--- src/rtl/unsigned_to_decimal_ascii_macros.svh ---
// Assertion macros shared by the converter modules.
`ifndef UNSIGNED_TO_DECIMAL_ASCII_MACROS_SVH
`define UNSIGNED_TO_DECIMAL_ASCII_MACROS_SVH

// The consequent must hold in the same cycle as the antecedent.
`define U2DA_ASSERT_SAME(label, ante, cons) \
    label: assert property (@(posedge clk) disable iff (!rst_n) (ante) |-> (cons)) \
        else $error("assertion failed");

// The consequent must hold in the cycle after the antecedent.
`define U2DA_ASSERT_NEXT(label, ante, cons) \
    label: assert property (@(posedge clk) disable iff (!rst_n) (ante) |=> (cons)) \
        else $error("assertion failed");

`endif

--- src/rtl/u2da_pkg.sv ---
// Package with the types and constants of the decimal ASCII converter.
`default_nettype none

package u2da_pkg;

    // Width of the input port and of the converted part of it.
    localparam int IN_WIDTH    = 32;
    localparam int VALUE_WIDTH = 32;
    localparam int CONV_WIDTH  = (VALUE_WIDTH < IN_WIDTH) ? VALUE_WIDTH : IN_WIDTH;

    // Decimal digits needed: floor(w * log10(2)) + 1, with log10(2) ~ 1233/4096.
    localparam int DIGITS     = (CONV_WIDTH * 1233) / 4096 + 1;
    localparam int BCD_WIDTH  = 4 * DIGITS;
    localparam int IDX_WIDTH  = (DIGITS > 1) ? $clog2(DIGITS) : 1;
    localparam int STEP_WIDTH = (CONV_WIDTH > 1) ? $clog2(CONV_WIDTH) : 1;

    // Output character coding.
    localparam int CHAR_WIDTH = 6;
    localparam logic [CHAR_WIDTH-1:0] ASCII_ZERO = 6'd48;

    // Queue between the front and back parts.
    localparam int QUEUE_DEPTH = 2;
    localparam int QPTR_WIDTH  = (QUEUE_DEPTH > 1) ? $clog2(QUEUE_DEPTH) : 1;
    localparam int QCNT_WIDTH  = $clog2(QUEUE_DEPTH + 1);

    // One queued word: the masked value and its zero classification.
    typedef struct packed {
        logic [CONV_WIDTH-1:0] bits;
        logic                  is_zero;
    } u2da_entry_t;

    // Back part sequencer states.
    typedef enum logic [1:0] {
        S_IDLE,
        S_CONV,
        S_EMIT
    } u2da_state_t;

endpackage

`default_nettype wire

--- src/rtl/u2da_front.sv ---
// Front part: accepts input words, classifies them and queues them for the back part.
`default_nettype none

module u2da_front (
    input  wire logic                          clk,
    input  wire logic                          rst_n,
    input  wire logic [u2da_pkg::IN_WIDTH-1:0] value,
    input  wire logic                          value_valid,
    output logic                               value_ready,
    output u2da_pkg::u2da_entry_t              q_entry,
    output logic                               q_valid,
    input  wire logic                          q_pop
);
    import u2da_pkg::*;

    `include "unsigned_to_decimal_ascii_macros.svh"

    u2da_entry_t             entries_reg [QUEUE_DEPTH];
    logic [QPTR_WIDTH-1:0]   wr_ptr_reg, wr_ptr_next;
    logic [QPTR_WIDTH-1:0]   rd_ptr_reg, rd_ptr_next;
    logic [QCNT_WIDTH-1:0]   count_reg, count_next;
    logic                    push;
    logic                    pop;
    u2da_entry_t             new_entry;

    // Mask the unused upper bits and flag a zero value.
    always_comb
    begin
        new_entry.bits    = value[CONV_WIDTH-1:0];
        new_entry.is_zero = (value[CONV_WIDTH-1:0] == '0);
    end

    // Handshake and queue status.
    assign value_ready = (count_reg != QCNT_WIDTH'(QUEUE_DEPTH));
    assign push        = value_valid && value_ready;
    assign q_valid     = (count_reg != '0);
    assign pop         = q_pop && q_valid;
    assign q_entry     = entries_reg[rd_ptr_reg];

    // Pointer and fill count updates.
    always_comb
    begin
        wr_ptr_next = wr_ptr_reg;
        rd_ptr_next = rd_ptr_reg;
        count_next  = count_reg;
        if (push)
        begin
            wr_ptr_next = (wr_ptr_reg == QPTR_WIDTH'(QUEUE_DEPTH - 1)) ? '0 : wr_ptr_reg + 1'b1;
        end
        if (pop)
        begin
            rd_ptr_next = (rd_ptr_reg == QPTR_WIDTH'(QUEUE_DEPTH - 1)) ? '0 : rd_ptr_reg + 1'b1;
        end
        if (push && !pop)
        begin
            count_next = count_reg + 1'b1;
        end
        else if (pop && !push)
        begin
            count_next = count_reg - 1'b1;
        end
    end

    // Control registers.
    always_ff @(posedge clk or negedge rst_n)
    begin
        if (!rst_n)
        begin
            wr_ptr_reg <= '0;
            rd_ptr_reg <= '0;
            count_reg  <= '0;
        end
        else
        begin
            wr_ptr_reg <= wr_ptr_next;
            rd_ptr_reg <= rd_ptr_next;
            count_reg  <= count_next;
        end
    end

    // Queue storage.
    always_ff @(posedge clk)
    begin
        if (push)
        begin
            entries_reg[wr_ptr_reg] <= new_entry;
        end
    end

    `U2DA_ASSERT_SAME(a_count_bound, 1'b1, count_reg <= QCNT_WIDTH'(QUEUE_DEPTH))
    `U2DA_ASSERT_NEXT(a_count_grows, push && !pop, count_reg == $past(count_reg) + 1'b1)
    `U2DA_ASSERT_NEXT(a_count_shrinks, pop && !push, count_reg == $past(count_reg) - 1'b1)

endmodule

`default_nettype wire

--- src/rtl/u2da_back.sv ---
// Back part: shift-and-add-3 binary to BCD conversion and digit emission.
`default_nettype none

module u2da_back (
    input  wire logic                            clk,
    input  wire logic                            rst_n,
    input  wire u2da_pkg::u2da_entry_t           q_entry,
    input  wire logic                            q_valid,
    output logic                                 q_pop,
    output logic [u2da_pkg::CHAR_WIDTH-1:0]      digit_char,
    output logic                                 last,
    output logic                                 digit_valid,
    input  wire logic                            digit_ready
);
    import u2da_pkg::*;

    `include "unsigned_to_decimal_ascii_macros.svh"

    u2da_state_t             state_reg, state_next;
    logic [CONV_WIDTH-1:0]   bin_reg;
    logic [BCD_WIDTH-1:0]    bcd_reg;
    logic [BCD_WIDTH-1:0]    bcd_adj;
    logic [STEP_WIDTH-1:0]   step_reg;
    logic [IDX_WIDTH-1:0]    idx_reg;
    logic                    started_reg;
    logic                    out_valid_reg;
    logic [CHAR_WIDTH-1:0]   digit_char_reg;
    logic                    last_reg;
    logic [3:0]              cur_digit;
    logic                    emit_digit;
    logic                    slot_free;
    logic                    advance;
    logic                    load_out;
    logic                    conv_done;

    // Add 3 to every BCD digit of five or more before the next shift.
    always_comb
    begin
        bcd_adj = bcd_reg;
        for (int i = 0; i < DIGITS; i++)
        begin
            if (bcd_reg[4*i +: 4] >= 4'd5)
            begin
                bcd_adj[4*i +: 4] = bcd_reg[4*i +: 4] + 4'd3;
            end
        end
    end

    // Digit under emission and leading-zero suppression.
    assign cur_digit  = bcd_reg[BCD_WIDTH-1 -: 4];
    assign emit_digit = started_reg || (cur_digit != 4'd0) || (idx_reg == '0);
    assign slot_free  = !out_valid_reg || digit_ready;
    assign conv_done  = (step_reg == STEP_WIDTH'(CONV_WIDTH - 1));

    // Next state.
    always_comb
    begin
        state_next = state_reg;
        unique case (state_reg)
            S_IDLE:
            begin
                if (q_valid)
                begin
                    state_next = q_entry.is_zero ? S_EMIT : S_CONV;
                end
            end
            S_CONV:
            begin
                if (conv_done)
                begin
                    state_next = S_EMIT;
                end
            end
            S_EMIT:
            begin
                if (advance && (idx_reg == '0))
                begin
                    state_next = S_IDLE;
                end
            end
            default:
            begin
                state_next = S_IDLE;
            end
        endcase
    end

    // Sequencer outputs.
    always_comb
    begin
        q_pop    = 1'b0;
        advance  = 1'b0;
        load_out = 1'b0;
        unique case (state_reg)
            S_IDLE:
            begin
                q_pop = q_valid;
            end
            S_CONV:
            begin
                q_pop = 1'b0;
            end
            S_EMIT:
            begin
                advance  = !emit_digit || slot_free;
                load_out = emit_digit && slot_free;
            end
            default:
            begin
                q_pop = 1'b0;
            end
        endcase
    end

    // Control registers.
    always_ff @(posedge clk or negedge rst_n)
    begin
        if (!rst_n)
        begin
            state_reg     <= S_IDLE;
            step_reg      <= '0;
            idx_reg       <= '0;
            started_reg   <= 1'b0;
            out_valid_reg <= 1'b0;
        end
        else
        begin
            state_reg <= state_next;
            if (q_pop)
            begin
                step_reg    <= '0;
                idx_reg     <= q_entry.is_zero ? '0 : IDX_WIDTH'(DIGITS - 1);
                started_reg <= 1'b0;
            end
            else if (state_reg == S_CONV)
            begin
                step_reg <= step_reg + 1'b1;
            end
            else if (advance)
            begin
                idx_reg <= idx_reg - 1'b1;
                if (load_out)
                begin
                    started_reg <= 1'b1;
                end
            end
            if (load_out)
            begin
                out_valid_reg <= 1'b1;
            end
            else if (digit_ready)
            begin
                out_valid_reg <= 1'b0;
            end
        end
    end

    // Conversion datapath and output word.
    always_ff @(posedge clk)
    begin
        if (q_pop)
        begin
            bin_reg <= q_entry.bits;
            bcd_reg <= '0;
        end
        else if (state_reg == S_CONV)
        begin
            {bcd_reg, bin_reg} <= {bcd_adj[BCD_WIDTH-2:0], bin_reg, 1'b0};
        end
        else if (advance)
        begin
            bcd_reg <= {bcd_reg[BCD_WIDTH-5:0], 4'd0};
        end
        if (load_out)
        begin
            digit_char_reg <= ASCII_ZERO + {2'b00, cur_digit};
            last_reg       <= (idx_reg == '0);
        end
    end

    assign digit_char  = digit_char_reg;
    assign last        = last_reg;
    assign digit_valid = out_valid_reg;

    `U2DA_ASSERT_SAME(a_pop_only_idle, q_pop, state_reg == S_IDLE)
    `U2DA_ASSERT_SAME(a_bcd_digit_range, state_reg == S_EMIT, cur_digit <= 4'd9)
    `U2DA_ASSERT_NEXT(a_last_ends_run, load_out && (idx_reg == '0), state_reg == S_IDLE)
    `U2DA_ASSERT_NEXT(a_no_stray_output, (state_reg != S_EMIT) && !out_valid_reg,
        !out_valid_reg)

endmodule

`default_nettype wire

--- src/rtl/unsigned_to_decimal_ascii.sv ---
// Top level of the unsigned binary to decimal ASCII converter.
//
//  Channel | Handshake                  | Payload
//  --------+----------------------------+------------------------
//  input   | value_valid / value_ready  | value[31:0]
//  output  | digit_valid / digit_ready  | digit_char[5:0], last
//
// A value leaves the queue, goes through shift-and-add-3 conversion (none for
// zero) and then through the ten BCD digit positions (one for zero), one position
// per cycle while the output is not stalled; leading zeros are not emitted.
// A two-word queue lets the input side take new values while a run is emitted.
// Reset is asynchronous and active low; it empties the queue and the output stage.
// Output stalls hold the current digit and pause emission without losing words.
`default_nettype none

module unsigned_to_decimal_ascii (
    input  wire logic                            clk,
    input  wire logic                            rst_n,
    input  wire logic [u2da_pkg::IN_WIDTH-1:0]   value,
    input  wire logic                            value_valid,
    output logic                                 value_ready,
    output logic [u2da_pkg::CHAR_WIDTH-1:0]      digit_char,
    output logic                                 last,
    output logic                                 digit_valid,
    input  wire logic                            digit_ready
);
    import u2da_pkg::*;

    u2da_entry_t q_entry;
    logic        q_valid;
    logic        q_pop;

    // Front part with the queue.
    u2da_front u_front (
        .clk         (clk),
        .rst_n       (rst_n),
        .value       (value),
        .value_valid (value_valid),
        .value_ready (value_ready),
        .q_entry     (q_entry),
        .q_valid     (q_valid),
        .q_pop       (q_pop)
    );

    // Back part: conversion and emission.
    u2da_back u_back (
        .clk         (clk),
        .rst_n       (rst_n),
        .q_entry     (q_entry),
        .q_valid     (q_valid),
        .q_pop       (q_pop),
        .digit_char  (digit_char),
        .last        (last),
        .digit_valid (digit_valid),
        .digit_ready (digit_ready)
    );

endmodule

`default_nettype wire

--- config.mk ---
export PLATFORM = sky130hd
export DESIGN_NAME = unsigned_to_decimal_ascii
export DESIGN_NICKNAME = d
export VERILOG_FILES = /design/src/rtl/u2da_pkg.sv /design/src/rtl/u2da_front.sv /design/src/rtl/u2da_back.sv /design/src/rtl/unsigned_to_decimal_ascii.sv
export VERILOG_INCLUDE_DIRS = /design/src /design/src/rtl
export SDC_FILE = /design/constraint.sdc
export NUM_CORES = 1
export LEC_CHECK = 0
export BUFFER_PORTS_ARGS = -buffer_cell sky130_fd_sc_hd__clkbuf_2
export CORE_UTILIZATION = 40
export CTS_BUF_LIST = sky130_fd_sc_hd__clkbuf_4
export CTS_CLUSTER_DIAMETER = 40
export DETAILED_ROUTE_END_ITERATION = 8
export GPL_ROUTABILITY_DRIVEN = 0
export SYNTH_ARGS = -nofsm -noshare
export SYNTH_HDL_FRONTEND = slang
export SYNTH_HIERARCHICAL = 1
export SYNTH_SLANG_ARGS = --single-unit
--- constraint.sdc ---
create_clock -name clk -period 3.85 [get_ports clk]
set_input_delay 0.1925 -clock clk [delete_from_list [all_inputs] [get_ports clk]]
set_output_delay 0.1925 -clock clk [all_outputs]
set_load 0.02 [all_outputs]
======== Word level (Yosys, flattened, before mapping) ========
Memories as Yosys holds them, arrays and structs flattened.
Index checks and enable logic that the tools add are counted.
word-level totals
  flip-flop bits (word level) ............. 96
  RAM bits ................................ 66
  input bits .............................. 36
  output and inout port bits .............. 9
  logic and storage cells ................. 116
  memories kept ........................... 1
memories
  name                 words  width  read ports  clocked after Yosys merged registers in  write ports  RTL line          text
  u_front.entries_reg  2      33     1           0                                        1            u2da_front.sv:18  u2da_entry_t entries_reg [QUEUE_DEPTH];
operators by class
  add/subtract/negate cells ............... 17
  magnitude comparators ................... 10
  eq/ne operators ......................... 8
  mux-type cells .......................... 40
  reduce and logical (&&, ||, !) cells .... 28
operator list
  kind                                                               number
  two-way mux 40 bit                                                 2
  two-way mux 32 bit                                                 2
  two-way mux 4 bit                                                  13
  greater-or-equal comparator 4 x 3 -> 1 bit, second input constant  10
  adder 4 x 2 -> 4 bit, second input constant                        9
  logical NOT 32 bit                                                 1
  nonzero test 2 bit                                                 7
  two-way mux 1 bit                                                  13
  two-way mux 2 bit                                                  6
  two-way mux 5 bit                                                  2
  adder 5 x 5 -> 6 bit, first input constant                         1
  logical AND 1 bit                                                  6
  != test 2 x 1 -> 1 bit, second input constant                      3
  case mux 2 bit (3 select lines)                                    1
  AND reduction 3 bit                                                2
  adder 5 x 1 -> 5 bit, second input constant                        1
  == test 5 bit, second input constant                               1
  logical NOT 1 bit                                                  4
  logical NOT 4 bit                                                  1
  logical OR 1 bit                                                   4
  != test 2 bit, second input constant                               2
  nonzero test 4 bit                                                 1
  subtractor 4 x 1 -> 4 bit, second input constant                   1
  adder 3 x 2 -> 3 bit, second input constant                        1
  8 further kinds                                                    9

======== Longest topological paths before layout ========
Gate-level depths: netlist of the first run.
  word-level depth ........................ 9
  mapped depth ............................ 9
  mapped depth without buffers ............ 8

======== Cells and area by module ========
Netlist of the first run, hierarchy kept.
modules (own cells, without submodules)
  module      instances  cells an instance  area each (um^2)  seq. area each (um^2)
  u2da_back   1          544                4933.5            2237.1
  u2da_front  1          132                2793.9            2082.0

======== Worst setup path before layout of the first run ========
No wires, ideal clock.
  path type ............................... register -> register
  start point ............................. reg u_front.count_reg[0]
  end point ............................... mem u_front/entries_reg[0][0] in the netlist's numbering, enable pin
  setup time .............................. 0.423 ns
  data arrival time ....................... 2.195 ns
  required time ........................... 3.427 ns
  setup slack ............................. 1.232 ns
  stages on the path, launching flop included .. 4
  buffers on the path ..................... 0
  period minus slack after synthesis ...... 2.618 ns
  path through ............................ dfrtp_1 -> nand2b_1 -> nand2_1 -> nor2_1
between the ends
  word-level cells in the longest chain between the ends .. 4
RTL lines
  item                                     RTL line                         text
  from (decl)                              u2da_front.sv:21                 logic [QCNT_WIDTH-1:0] count_reg, count_next;
  from (signal assigned)                   u2da_front.sv:77                 count_reg <= count_next;
  != test 2 bit                            u2da_front.sv:34                 assign value_ready = (count_reg != QCNT_WIDTH'(QUEUE_DEPTH));
  net value_ready                          unsigned_to_decimal_ascii.sv:21  output logic value_ready,
  logical AND 1 bit                        u2da_front.sv:35                 assign push = value_valid && value_ready;
  two-way mux 1 bit                        u2da_front.sv:84                 if (push)
  two-way mux 1 bit (implied by the code)  u2da_front.sv:86                 entries_reg[wr_ptr_reg] <= new_entry;
  to (decl)                                u2da_front.sv:18
The timed path passes the listed nets, and every way through them passes these cells.

======== Final worst setup path of the first run ========
  start point ............................. reg u_back.bcd_reg[36]
  end point ............................... reg u_back.bcd_reg[35]
between the ends
  word-level cells in the longest chain between the ends .. 7
RTL lines
  item                                 RTL line          text
  from (decl)                          u2da_back.sv:21   logic [BCD_WIDTH-1:0] bcd_reg;
  from (signal assigned)               u2da_back.sv:168  {bcd_reg, bin_reg} <= {bcd_adj[BCD_WIDTH-2:0], bin_reg, 1'b0};
  from (signal assigned)               u2da_back.sv:172  bcd_reg <= {bcd_reg[BCD_WIDTH-5:0], 4'd0};
  nonzero test 4 bit                   u2da_back.sv:51   assign emit_digit = started_reg || (cur_digit != 4'd0) || (idx_reg == '0);
  logical OR 1 bit (2 in a row)        u2da_back.sv:51
  logical NOT 1 bit                    u2da_back.sv:105  advance = !emit_digit || slot_free;
  logical OR 1 bit                     u2da_back.sv:105
  two-way mux 1 bit                    u2da_back.sv:94   unique case (state_reg)
  nonzero test 2 bit (no source line)  -
No other way between the ends.
A chain may end at the register's enable or synchronous reset.

==> impl_results.md, run 1 <==
* Number of global-route vias before repair at 5150
* CTS sink cnt at 160
* Fin. Hold Viols at 0
* CTS tree: done
* Share of cells above drive strength 1 at a little under a fifth
* Post-Syn Instances at about 680
* CTS H-tree lvls at 4
* Placed Area at 8080 um2
* CP Max Fanout at 24
* Ys Warns at 6
* Post-synthesis sequential area ratio at ~56%
* Utilization after layout at 46.2%
* Internal power at about 4.2 mW
* Row count at 50
* #FFs+latches synth at 160
* Worst R2R Start: u_back/bcd_reg[36]$_SDFFE_PP0P_
* Pins Over Slew Limit at 0
* Buffers on Ports at between 40 and 50
* Vias/cell at 5.06
* Setup ws final at 1300 ps
* Cell Area, Synth at 7730 um2
* Outcome: finished, final reports clean
* Worst-margin pin slew at 1100 ps
* Worst hold margin at ~110 ps
* Switching portion of total power at between 40% and 50%
* TritonCTS Buffers at 17
* Flop pwr share at 43.4%
* Max-slew headroom at ~27%
* Yosys cell types at 53
* All-Layer GR Usage at about 16%
* Clock slew at the register clock pins of the worst setup and hold paths at 140 ps
* DRT iter0 DRCs at 224
* Post-CTS Setup Inserts at 0
* FF-to-FF End: u_back/bcd_reg[35]$_SDFFE_PP0P_
* Die W at 141 um
* Data required, critical path at 4340 ps
* Initial DRT Pass Iterations at 4
* Dominant cells by area after synthesis: edfxtp_1 40%, dfxtp_1 10%, nand2_1 7.0%
* R2r setup slk at 1300 ps
* VDD IR max at 0.000509 V
* Area growth, synth to finish at 12.7%
* Clk_lat worst skew at 550 ps
* RSZ-0062 raised after global routing: false
* Nets at 807
* GRT overflow at 0
* Residual DRC at 0
* Clock share of power at 13.5%
* Area of the die at 19900 um2
* Max-cap violations at 0
* Maximum number of pins on one net before global-route repair at 70
* Clock buffer depth at 2
* Final Setup Violations at 0
* Startpoint class of the critical path: register
* Root Driver: clkbuf_4
* Max Clock Freq at 393 MHz
* Initial antenna violation count at 1
* Setup TNS at 0 ps
* Worst EP arrival at slightly above 3000 ps
* Final period utilization at 66.1%
* Critical Path Start: u_back/bcd_reg[36]$_SDFFE_PP0P_
* Max reg flops at 66
* Leading area contributor after synthesis: edfxtp_1
* Number of fillers in the final layout at 1707
* Lkg Pwr at 3.42 nW
* Synth top area share at ~40%
* Drt wl/cell at about 15 um
* Non-Filler Instances at 1021
* R2R cell count at 8
* Core area at between 15000 and 20000 um2
* Final min period at around 2500 ps
* Top Ports at between 40 and 50
* Reg area at approximately 4300 um2
* Critical path class: register to register
* Comb power frac at 43.1%
* Worst slack, placed at 1320 ps
* Multi-input gate area at 3080 um2
* Syn avg cell area at approximately 11 um2
* DP Wirelength at between 9000 and 10000 um
* Net Switching at 2.84 mW
* CP Capture Type: register
* PD cells at 805 nW/um2
* Clk_skew at 16.3 ps
* DRT antenna net count at 0
* Die Y-Extent at roughly 140 um
* Placed cells at 952
* Worst Hold Class: input pin to async pin
* Final instance area at 8710 um2
* Final WL at 14800 um
* Via count at 5170
* Power Total at 7.01 mW
* Initial Utilization at 41.0%
* First-pass GRT wire length at about 25000 um
## area by class of cell
class | count | share of cell area (%)
antenna | 2 | 0.0575
clock inverter | 14 | 1.52
multi-input combinational | 457 | 35.3
sequential | 160 | 49.6
tap | 260 | 3.74
clock buffer | 18 | 1.55
timing repair buffer | 84 | 7.04
inverter | 26 | 1.12
## routing by layer
metal  global-route usage [%]  wire, um  vias up
met5                        0         0        -
met4                     4.86       141        0
met2                     28.5      7570      114
met1                     18.8      6580     2472
met3                     3.77       549       11
li1                         -         -     2573
## placed cells by master (no fill, tap or decap), types with 13 or more instances in the layout
cell type,netlist,layout
dlygate4sd3_1,0,35
xnor2_1,13,13
a21oi_1,57,57
o21ai_0,15,15
edfxtp_1,103,103
nand3_1,15,15
clkbuf_4,0,18
mux2i_1,19,19
inv_1,25,25
nand2b_1,23,23
dfxtp_1,40,40
o211ai_1,14,14
mux2_4,29,29
ha_1,25,25
dfrtp_1,17,16
clkbuf_2,0,42
nand2_1,145,144
## what timing repair did
action | CTS | global route
endpoints found under the hold margin | 83 | 0
gates resized for setup | 0 | 0
hold buffers | 35 | 0
## synth_stat cells, drive strengths merged
library cell / instances
o32ai: 3
a22oi: 8
o21bai: 1
conb: 1
or2: 1
nand2: 145
buf: 21
nand3: 15
nand2b: 23
dfxtp: 40
a32oi: 9
edfxtp: 103
nand4: 3
o21ai: 32
nor3b: 9
mux2: 33
or3b: 1
a21oi: 59
ha: 25
a31oi: 1
mux2i: 19
nor4: 8
inv: 26
and3: 4
o22ai: 1
xnor2: 13
a21o: 2
nor4b: 1
o221ai: 1
clkbuf: 13
o211ai: 19
dfrtp: 17
a32o: 1
and2: 1
nor2b: 2
nor3: 1
xor2: 3
nor2: 9
a22o: 2
## power groups by stage
| stage | registers [mW] | logic, mW | clock network (mW) |
|---|---|---|---|
| final | 3.04 | 3.02 | 0.945 |
| after global routing | 3.12 | 3.39 | 1.06 |
| after CTS | 3.05 | 3.05 | 0.984 |
| after detailed placement | 3.08 | 3.01 | 0 |
| after global placement | 3.05 | 2.89 | 0 |
| after floorplan | 2.91 | 2.60 | 0 |
## logic make-up after synthesis
kind of cell	synth area share, %
and+or+nand+nor	13.2
other	0.0485
DFF	55.9
xor gates and xnor gates	1.81
AOI/OAI and AO/OA	11.9
adders and majority gates	4.05
buffers and inverters	4.50
muxes	8.68
## critical path, stage by stage (launching register included)
cell and delay (ps):
dfxtp_1 390, inv_1 100, ha_1 150, nor4b_2 290, a21o_4 210, a21o_1 650
buf_4 410, o211ai_2 130, a21oi_1 160
## worst max-delay path by stage
stage | endpoint | cells past startpoint
6_report | u_back/bcd_reg[35]$_SDFFE_PP0P_ | 8
5_1_grt | u_back/bcd_reg[27]$_SDFFE_PP0P_ | 8
4_1_cts | u_back/bcd_reg[35]$_SDFFE_PP0P_ | 8
3_5_place_dp | u_back/bcd_reg[35]$_SDFFE_PP0P_ | 8
3_3_place_gp | u_back/bcd_reg[39]$_SDFFE_PP0P_ | 8
2_1_floorplan | u_front/entries_reg[0][0]$_DFFE_PP_ | 3
No activity file was read; power rests on OpenSTA's default activity.
==> run 2: changes to the inputs <==
==> constraint.sdc (replaced) <==
create_clock -name clk -period 2.3 [get_ports clk]
set_input_delay 0.115 -clock clk [delete_from_list [all_inputs] [get_ports clk]]
set_output_delay 0.115 -clock clk [all_outputs]
set_load 0.02 [all_outputs]
==> impl_results.md, run 2 (same netlist as run 1, synthesis figures left out) <==
* Outcome: finished, final reports clean
* Area growth, synth to finish at 13.6%
* R2r setup slk at 250 ps (-1060 ps)
* Initial DRT Pass Iterations at 4 (unchanged)
* GRT overflow at 0 (unchanged)
* Most frequent cells in the layout: 144 x nand2_1, 103 x edfxtp_1, 57 x a21oi_1, 42 x clkbuf_2, 40 x dfxtp_1
* TritonCTS Buffers at 17 (unchanged)
* Hold_sp: value[10]
* DRT antenna net count at 0 (unchanged)
* Startpoint class of the critical path: register
* CP Max Fanout at 18 (-25%)
* R2R cell count at 8 (unchanged)
* Row count at 50 (unchanged)
* Max Clock Freq at 488 MHz (+24%)
* PD cells at 1340 nW/um2 (+67%)
* Critical path class: register to register
* Vias/cell at 5.06 (about the same)
* CTS H-tree lvls at 4 (unchanged)
* Clock buffer depth at 2 (unchanged)
* Final Setup Violations at 0 (unchanged)
* Top Ports at 45 (unchanged)
* Pins Over Slew Limit at 0 (unchanged)
* Max-cap violations at 0 (unchanged)
* Hold EP: u_front/entries_reg[0][11]$_DFFE_PP_
* Final WL at 14500 um (-2.5%)
* Number of global-route vias before repair at 5228 (+1.5%)
* Final instance area at 8780 um2 (+0.80%)
* Data required, critical path at 2730 ps (-1610 ps)
* VDD IR max at 0.000717 V (+41%)
* Reg area at 4320 um2 (unchanged)
* Core area at 18800 um2 (unchanged)
* Final period utilization at 89.2% (+23 points)
* Non-Filler Instances at 1024 (+0.29%)
* RSZ-0062 raised after global routing: false
* Placed cells at 957 (+0.53%)
* Maximum number of pins on one net before global-route repair at 57 (-19%)
* All-Layer GR Usage at 15.7% (-0.25 points)
* Worst-margin pin slew at 783 ps (-314 ps)
* Area of the die at 19900 um2 (unchanged)
* Lkg Pwr at 3.47 nW (+1.6%)
* Max-slew headroom at 47.7% (+21 points)
* CTS tree: done
* Number of fillers in the final layout at 1720 (+0.76%)
* Placed Area at 8160 um2 (+0.93%)
* N_diodes at 0 (-2)
* First-pass GRT wire length at 24500 um (-0.92%)
* Nets at 813 (+0.74%)
* Drt wl/cell at 14.1 um (-2.8%)
* Worst Hold Class: input pin to register
* FF-to-FF End: u_back/bcd_reg[6]$_SDFFE_PP0P_
* Initial antenna violation count at 0 (-1)
* DP Wirelength at 9110 um (-1.9%)
* Clk_skew at 22.3 ps (+5.92 ps)
* Clk_lat worst skew at 550 ps (about the same)
* Worst EP arrival at 2490 ps (-550 ps)
* CP Capture Type: register
* Fin. Hold Viols at 0 (unchanged)
* Root Driver: clkbuf_4
* Initial Utilization at 41.0% (unchanged)
* Post-CTS Setup Inserts at 0 (unchanged)
* CTS sink cnt at 160 (unchanged)
* Commonest non-fill, non-tap cell in the layout: nand2_1
* Residual DRC at 0 (unchanged)
* Setup TNS at 0 ps (unchanged)
* WHS Path Cells at 2
* Share of cells above drive strength 1 at 18.5% (+0.27 points)
* Multi-input gate area at 3080 um2 (unchanged)
* Via count at 5184 (+0.27%)
* Clock slew at the register clock pins of the worst setup and hold paths at 140 ps (about the same)
* Die W at 141 um (unchanged)
* Buffers on Ports at 42 (unchanged)
* Final min period at 2050 ps (-495 ps)
* Worst R2R Start: u_back/idx_reg[0]$_DFFE_PN0P_
* Die Y-Extent at 141 um (unchanged)
* DRT iter0 DRCs at 217 (-3.1%)
* Max reg flops at 66 (unchanged)
[run 2: routing by layer]
| metal | global-route usage [%] | vias to the layer above | share of wire (%) |
|---|---|---|---|
| met5 | 0 | - | 0 |
| met4 | 5.38 | 0 | 1.2 |
| met3 | 3.91 | 16 | 3.5 |
| met2 | 27.6 | 94 | 51 |
| met1 | 18.6 | 2496 | 44 |
| li1 | - | 2578 | - |
[run 2: worst max-delay path by stage]
stage / start / to / slack, ps / depth (start not counted)
final: u_back/idx_reg[0]$_DFFE_PN0P_ / u_back/bcd_reg[6]$_SDFFE_PP0P_ / 250 / 8
after global routing: u_back/idx_reg[0]$_DFFE_PN0P_ / u_back/bcd_reg[26]$_SDFFE_PP0P_ / 110 / 8
after CTS: u_back/idx_reg[0]$_DFFE_PN0P_ / u_back/bcd_reg[17]$_SDFFE_PP0P_ / 240 / 7
after detailed placement: u_back/idx_reg[0]$_DFFE_PN0P_ / u_back/bcd_reg[6]$_SDFFE_PP0P_ / 270 / 8
after global placement: u_back/idx_reg[0]$_DFFE_PN0P_ / u_back/bcd_reg[19]$_SDFFE_PP0P_ / 320 / 8
after floorplan: u_front/count_reg[0]$_DFFE_PN0P_ / u_front/entries_reg[0][0]$_DFFE_PP_ / 220 / 3
[run 2: timing repair]
action | CTS | global route
hold buffers | 36 | 0
endpoints found under the hold margin | 85 | 0
resized for setup | 0 | 0
[run 2: metrics by stage]
step	total power, mW	hold WS [ps]	util [%]	setup slack (ps)
3_5_place_dp	10.3	75.0	43.3	274
5_1_grt	12.8	256	46.6	109
6_report	11.8	298	46.6	249
2_1_floorplan	9.23	-181	-	223
4_1_cts	11.9	233	46.6	241
3_3_place_gp	10.0	66.6	43.3	319
[run 2: report_power, final]
| group | total (mW) | leakage [nW] | switching (mW) | internal [mW] |
|---|---|---|---|---|
| sequential | 4.94 | 1.53 | 0.613 | 4.33 |
| clock | 1.57 | 0.141 | 1.02 | 0.546 |
| combinational | 5.29 | 1.80 | 3.07 | 2.21 |
| total | 11.8 | 3.47 | 4.71 | 7.08 |
[run 2: worst max-delay path, stage by stage (launching register included)]
cell and delay (ps):
dfrtp_1 420, inv_1 80, ha_1 160, or3b_4 390, a21o_4 230, a21o_1 190, buf_4 200, o21ai_0 180
a31oi_1 70
[run 2: area by class of cell]
| type | instances | area share, % |
|---|---|---|
| multi-input cells | 457 | 35.1 |
| clock inverters | 14 | 1.48 |
| repair buffers | 90 | 7.96 |
| clock buffers | 17 | 1.45 |
| inverters | 26 | 1.11 |
| well taps | 260 | 3.71 |
| flip-flops and latches | 160 | 49.2 |
==> run 3: changes to the inputs <==
--- a/config.mk
+++ b/config.mk
@@ -10,8 +10,10 @@
 export CORE_UTILIZATION = 40
 export CTS_BUF_LIST = sky130_fd_sc_hd__clkbuf_4
 export CTS_CLUSTER_DIAMETER = 40
+export CTS_CLUSTER_SIZE = 10
 export DETAILED_ROUTE_END_ITERATION = 8
 export GPL_ROUTABILITY_DRIVEN = 0
+export REMOVE_ABC_BUFFERS = 1
 export SYNTH_ARGS = -nofsm -noshare
 export SYNTH_HDL_FRONTEND = slang
 export SYNTH_HIERARCHICAL = 1
==> impl_results.md, run 3 (same netlist as run 1, synthesis figures left out) <==
* Outcome: finished, final reports clean
* Reg area at 4320 um2 (unchanged)
* Final Setup Violations at 0 (unchanged)
* DRT iter0 DRCs at 174 (-20%)
* Worst EP arrival at 2430 ps (-60 ps)
* CTS sink cnt at 160 (unchanged)
* Final WL at 14800 um (+2.4%)
* Drt wl/cell at 14.4 um (+2.2%)
* Top Ports at 45 (unchanged)
* CTS tree: done
* Die W at 141 um (unchanged)
* Worst R2R Start: u_back/idx_reg[0]$_DFFE_PN0P_
* Vias/cell at 5.04 (-0.35%)
* All-Layer GR Usage at 15.5% (-0.12 points)
* Core area at 18800 um2 (unchanged)
* Critical path class: register to register
* Lkg Pwr at 3.49 nW (+0.35%)
* Final min period at 2010 ps (-39.2 ps)
* Count of cells resized by post-cts repair at 0 (unchanged)
* Critical Path Start: u_back/idx_reg[0]$_DFFE_PN0P_
* Utilization after layout at 46.8% (+0.19 points)
* Data required, critical path at 2710 ps (-20 ps)
* CTS Hold Bufs at 36 (unchanged)
* Buffers on Ports at 42 (unchanged)
* Max-cap violations at 0 (unchanged)
* Nets at 814 (+0.12%)
* Row count at 50 (unchanged)
* Max reg flops at 66 (unchanged)
* Area of the die at 19900 um2 (unchanged)
* FF-to-FF End: u_back/bcd_reg[22]$_SDFFE_PP0P_
* Multi-input gate area at 3080 um2 (unchanged)
* R2r setup slk at 290 ps (+40 ps)
* Worst Setup EP: u_back/bcd_reg[22]$_SDFFE_PP0P_
* CP Max Fanout at 25 (+7)
* Clk_lat worst skew at 560 ps (about the same)
* Initial Utilization at 41.0% (unchanged)
* Final period utilization at 87.5% (-1.7 points)
* Pins Over Slew Limit at 0 (unchanged)
* Residual DRC at 0 (unchanged)
* VDD IR max at 0.000539 V (-25%)
* RSZ-0062 raised after global routing: false
* DP Wirelength at 9300 um (+2.2%)
* Hold_sp: value[24]
* Clock slew at the register clock pins of the worst setup and hold paths at 160 ps (+20 ps)
* GRT overflow at 0 (unchanged)
* N_diodes at 0 (unchanged)
* Max-slew headroom at 48.7% (+1.0 points)
* Die Y-Extent at 141 um (unchanged)
* Worst-margin pin slew at 767 ps (-15.5 ps)
* DRT antenna net count at 0 (unchanged)
* Initial antenna violation count at 0 (unchanged)
* Clk_skew at 35.3 ps (+13.1 ps)
* TritonCTS Buffers at 17 (unchanged)
* Startpoint class of the critical path: register
* CTS H-tree lvls at 4 (unchanged)
* Initial DRT Pass Iterations at 4 (unchanged)
* Number of fillers in the final layout at 1701 (-1.1%)
* Post-CTS Setup Inserts at 0 (unchanged)
* Most frequent cells in the layout: 144 x nand2_1, 103 x edfxtp_1, 57 x a21oi_1, 42 x clkbuf_2, 40 x dfxtp_1
* Share of cells above drive strength 1 at 18.7% (+0.21 points)
* Clock buffer depth at 2 (unchanged)
* Area growth, synth to finish at 14.0%
* Number of global-route vias before repair at 5119 (-2.1%)
* Worst Hold Class: input pin to register
* Via count at 5176 (-0.15%)
* Fin. Hold Viols at 0 (unchanged)
* PD cells at 1350 nW/um2 (+0.75%)
* First-pass GRT wire length at 24300 um (-1.1%)
* Commonest non-fill, non-tap cell in the layout: nand2_1
* Maximum number of pins on one net before global-route repair at 57 (unchanged)
* CP Capture Type: register
* Max Clock Freq at 497 MHz (+1.9%)
* Root Driver: clkbuf_4
* R2R cell count at 8 (unchanged)
* Setup TNS at 0 ps (unchanged)
==> run 3: per-stage QoR <==
step | std cells | area, um2 | hold WS [ps] | setup slack (ps) | total power [mW]
2_1_floorplan | 643 | 7480 | -181 | -2420 | 8.90
5_1_grt | 1026 | 8810 | 225 | 160 | 12.8
6_report | 1026 | 8810 | 293 | 288 | 11.9
3_3_place_gp | 958 | 8180 | 61.4 | 334 | 10.1
4_1_cts | 1026 | 8810 | 239 | 279 | 12.1
3_5_place_dp | 958 | 8180 | 74.8 | 304 | 10.4
==> run 3: worst min path at each step <==
stage | slack, ps | endpoint | cells past startpoint
after floorplan | -180 | u_back/digit_valid$_DFFE_PN0P_ | 0
after global placement | 60 | u_front/wr_ptr_reg$_DFFE_PN0P_ | 1
after detailed placement | 70 | u_front/count_reg[1]$_DFFE_PN0P_ | 1
after CTS | 240 | u_front/entries_reg[1][25]$_DFFE_PP_ | 2
after global routing | 230 | u_front/entries_reg[1][25]$_DFFE_PP_ | 2
final | 290 | u_front/entries_reg[1][25]$_DFFE_PP_ | 2
==> run 3: critical path, stage by stage (launching register included) <==
cell     delay [ps]
dfrtp_1         410
inv_1            80
ha_1            150
or3b_4          390
a21o_4          240
a21o_1          190
buf_4           220
o21ai_1         140
a21oi_1          50
==> run 3: cell type report <==
class	instances	share of cell area, %
well taps	260	3.69
clock buffers	17	1.45
multi-input cells	457	34.9
repair buffers	91	8.15
clock inverters	15	1.66
inverters	26	1.11
flip-flops and latches	160	49.0
==> run 3: where the power goes <==
part           internal [mW]  total [mW]  switching [mW]
combinational           2.26        5.37            3.11
sequential              4.32        4.94           0.617
clock                  0.489        1.62            1.13
total                   7.07        11.9            4.86
==> run 3: layer usage <==
layer,routed length (um),share of wire (%),up-vias,track usage [%]
met5,0,0,-,0
met4,117,0.79,0,4.29
met3,462,3.1,10,3.94
met2,7430,50,80,27.5
met1,6800,46,2505,18.7
li1,-,-,2581,-
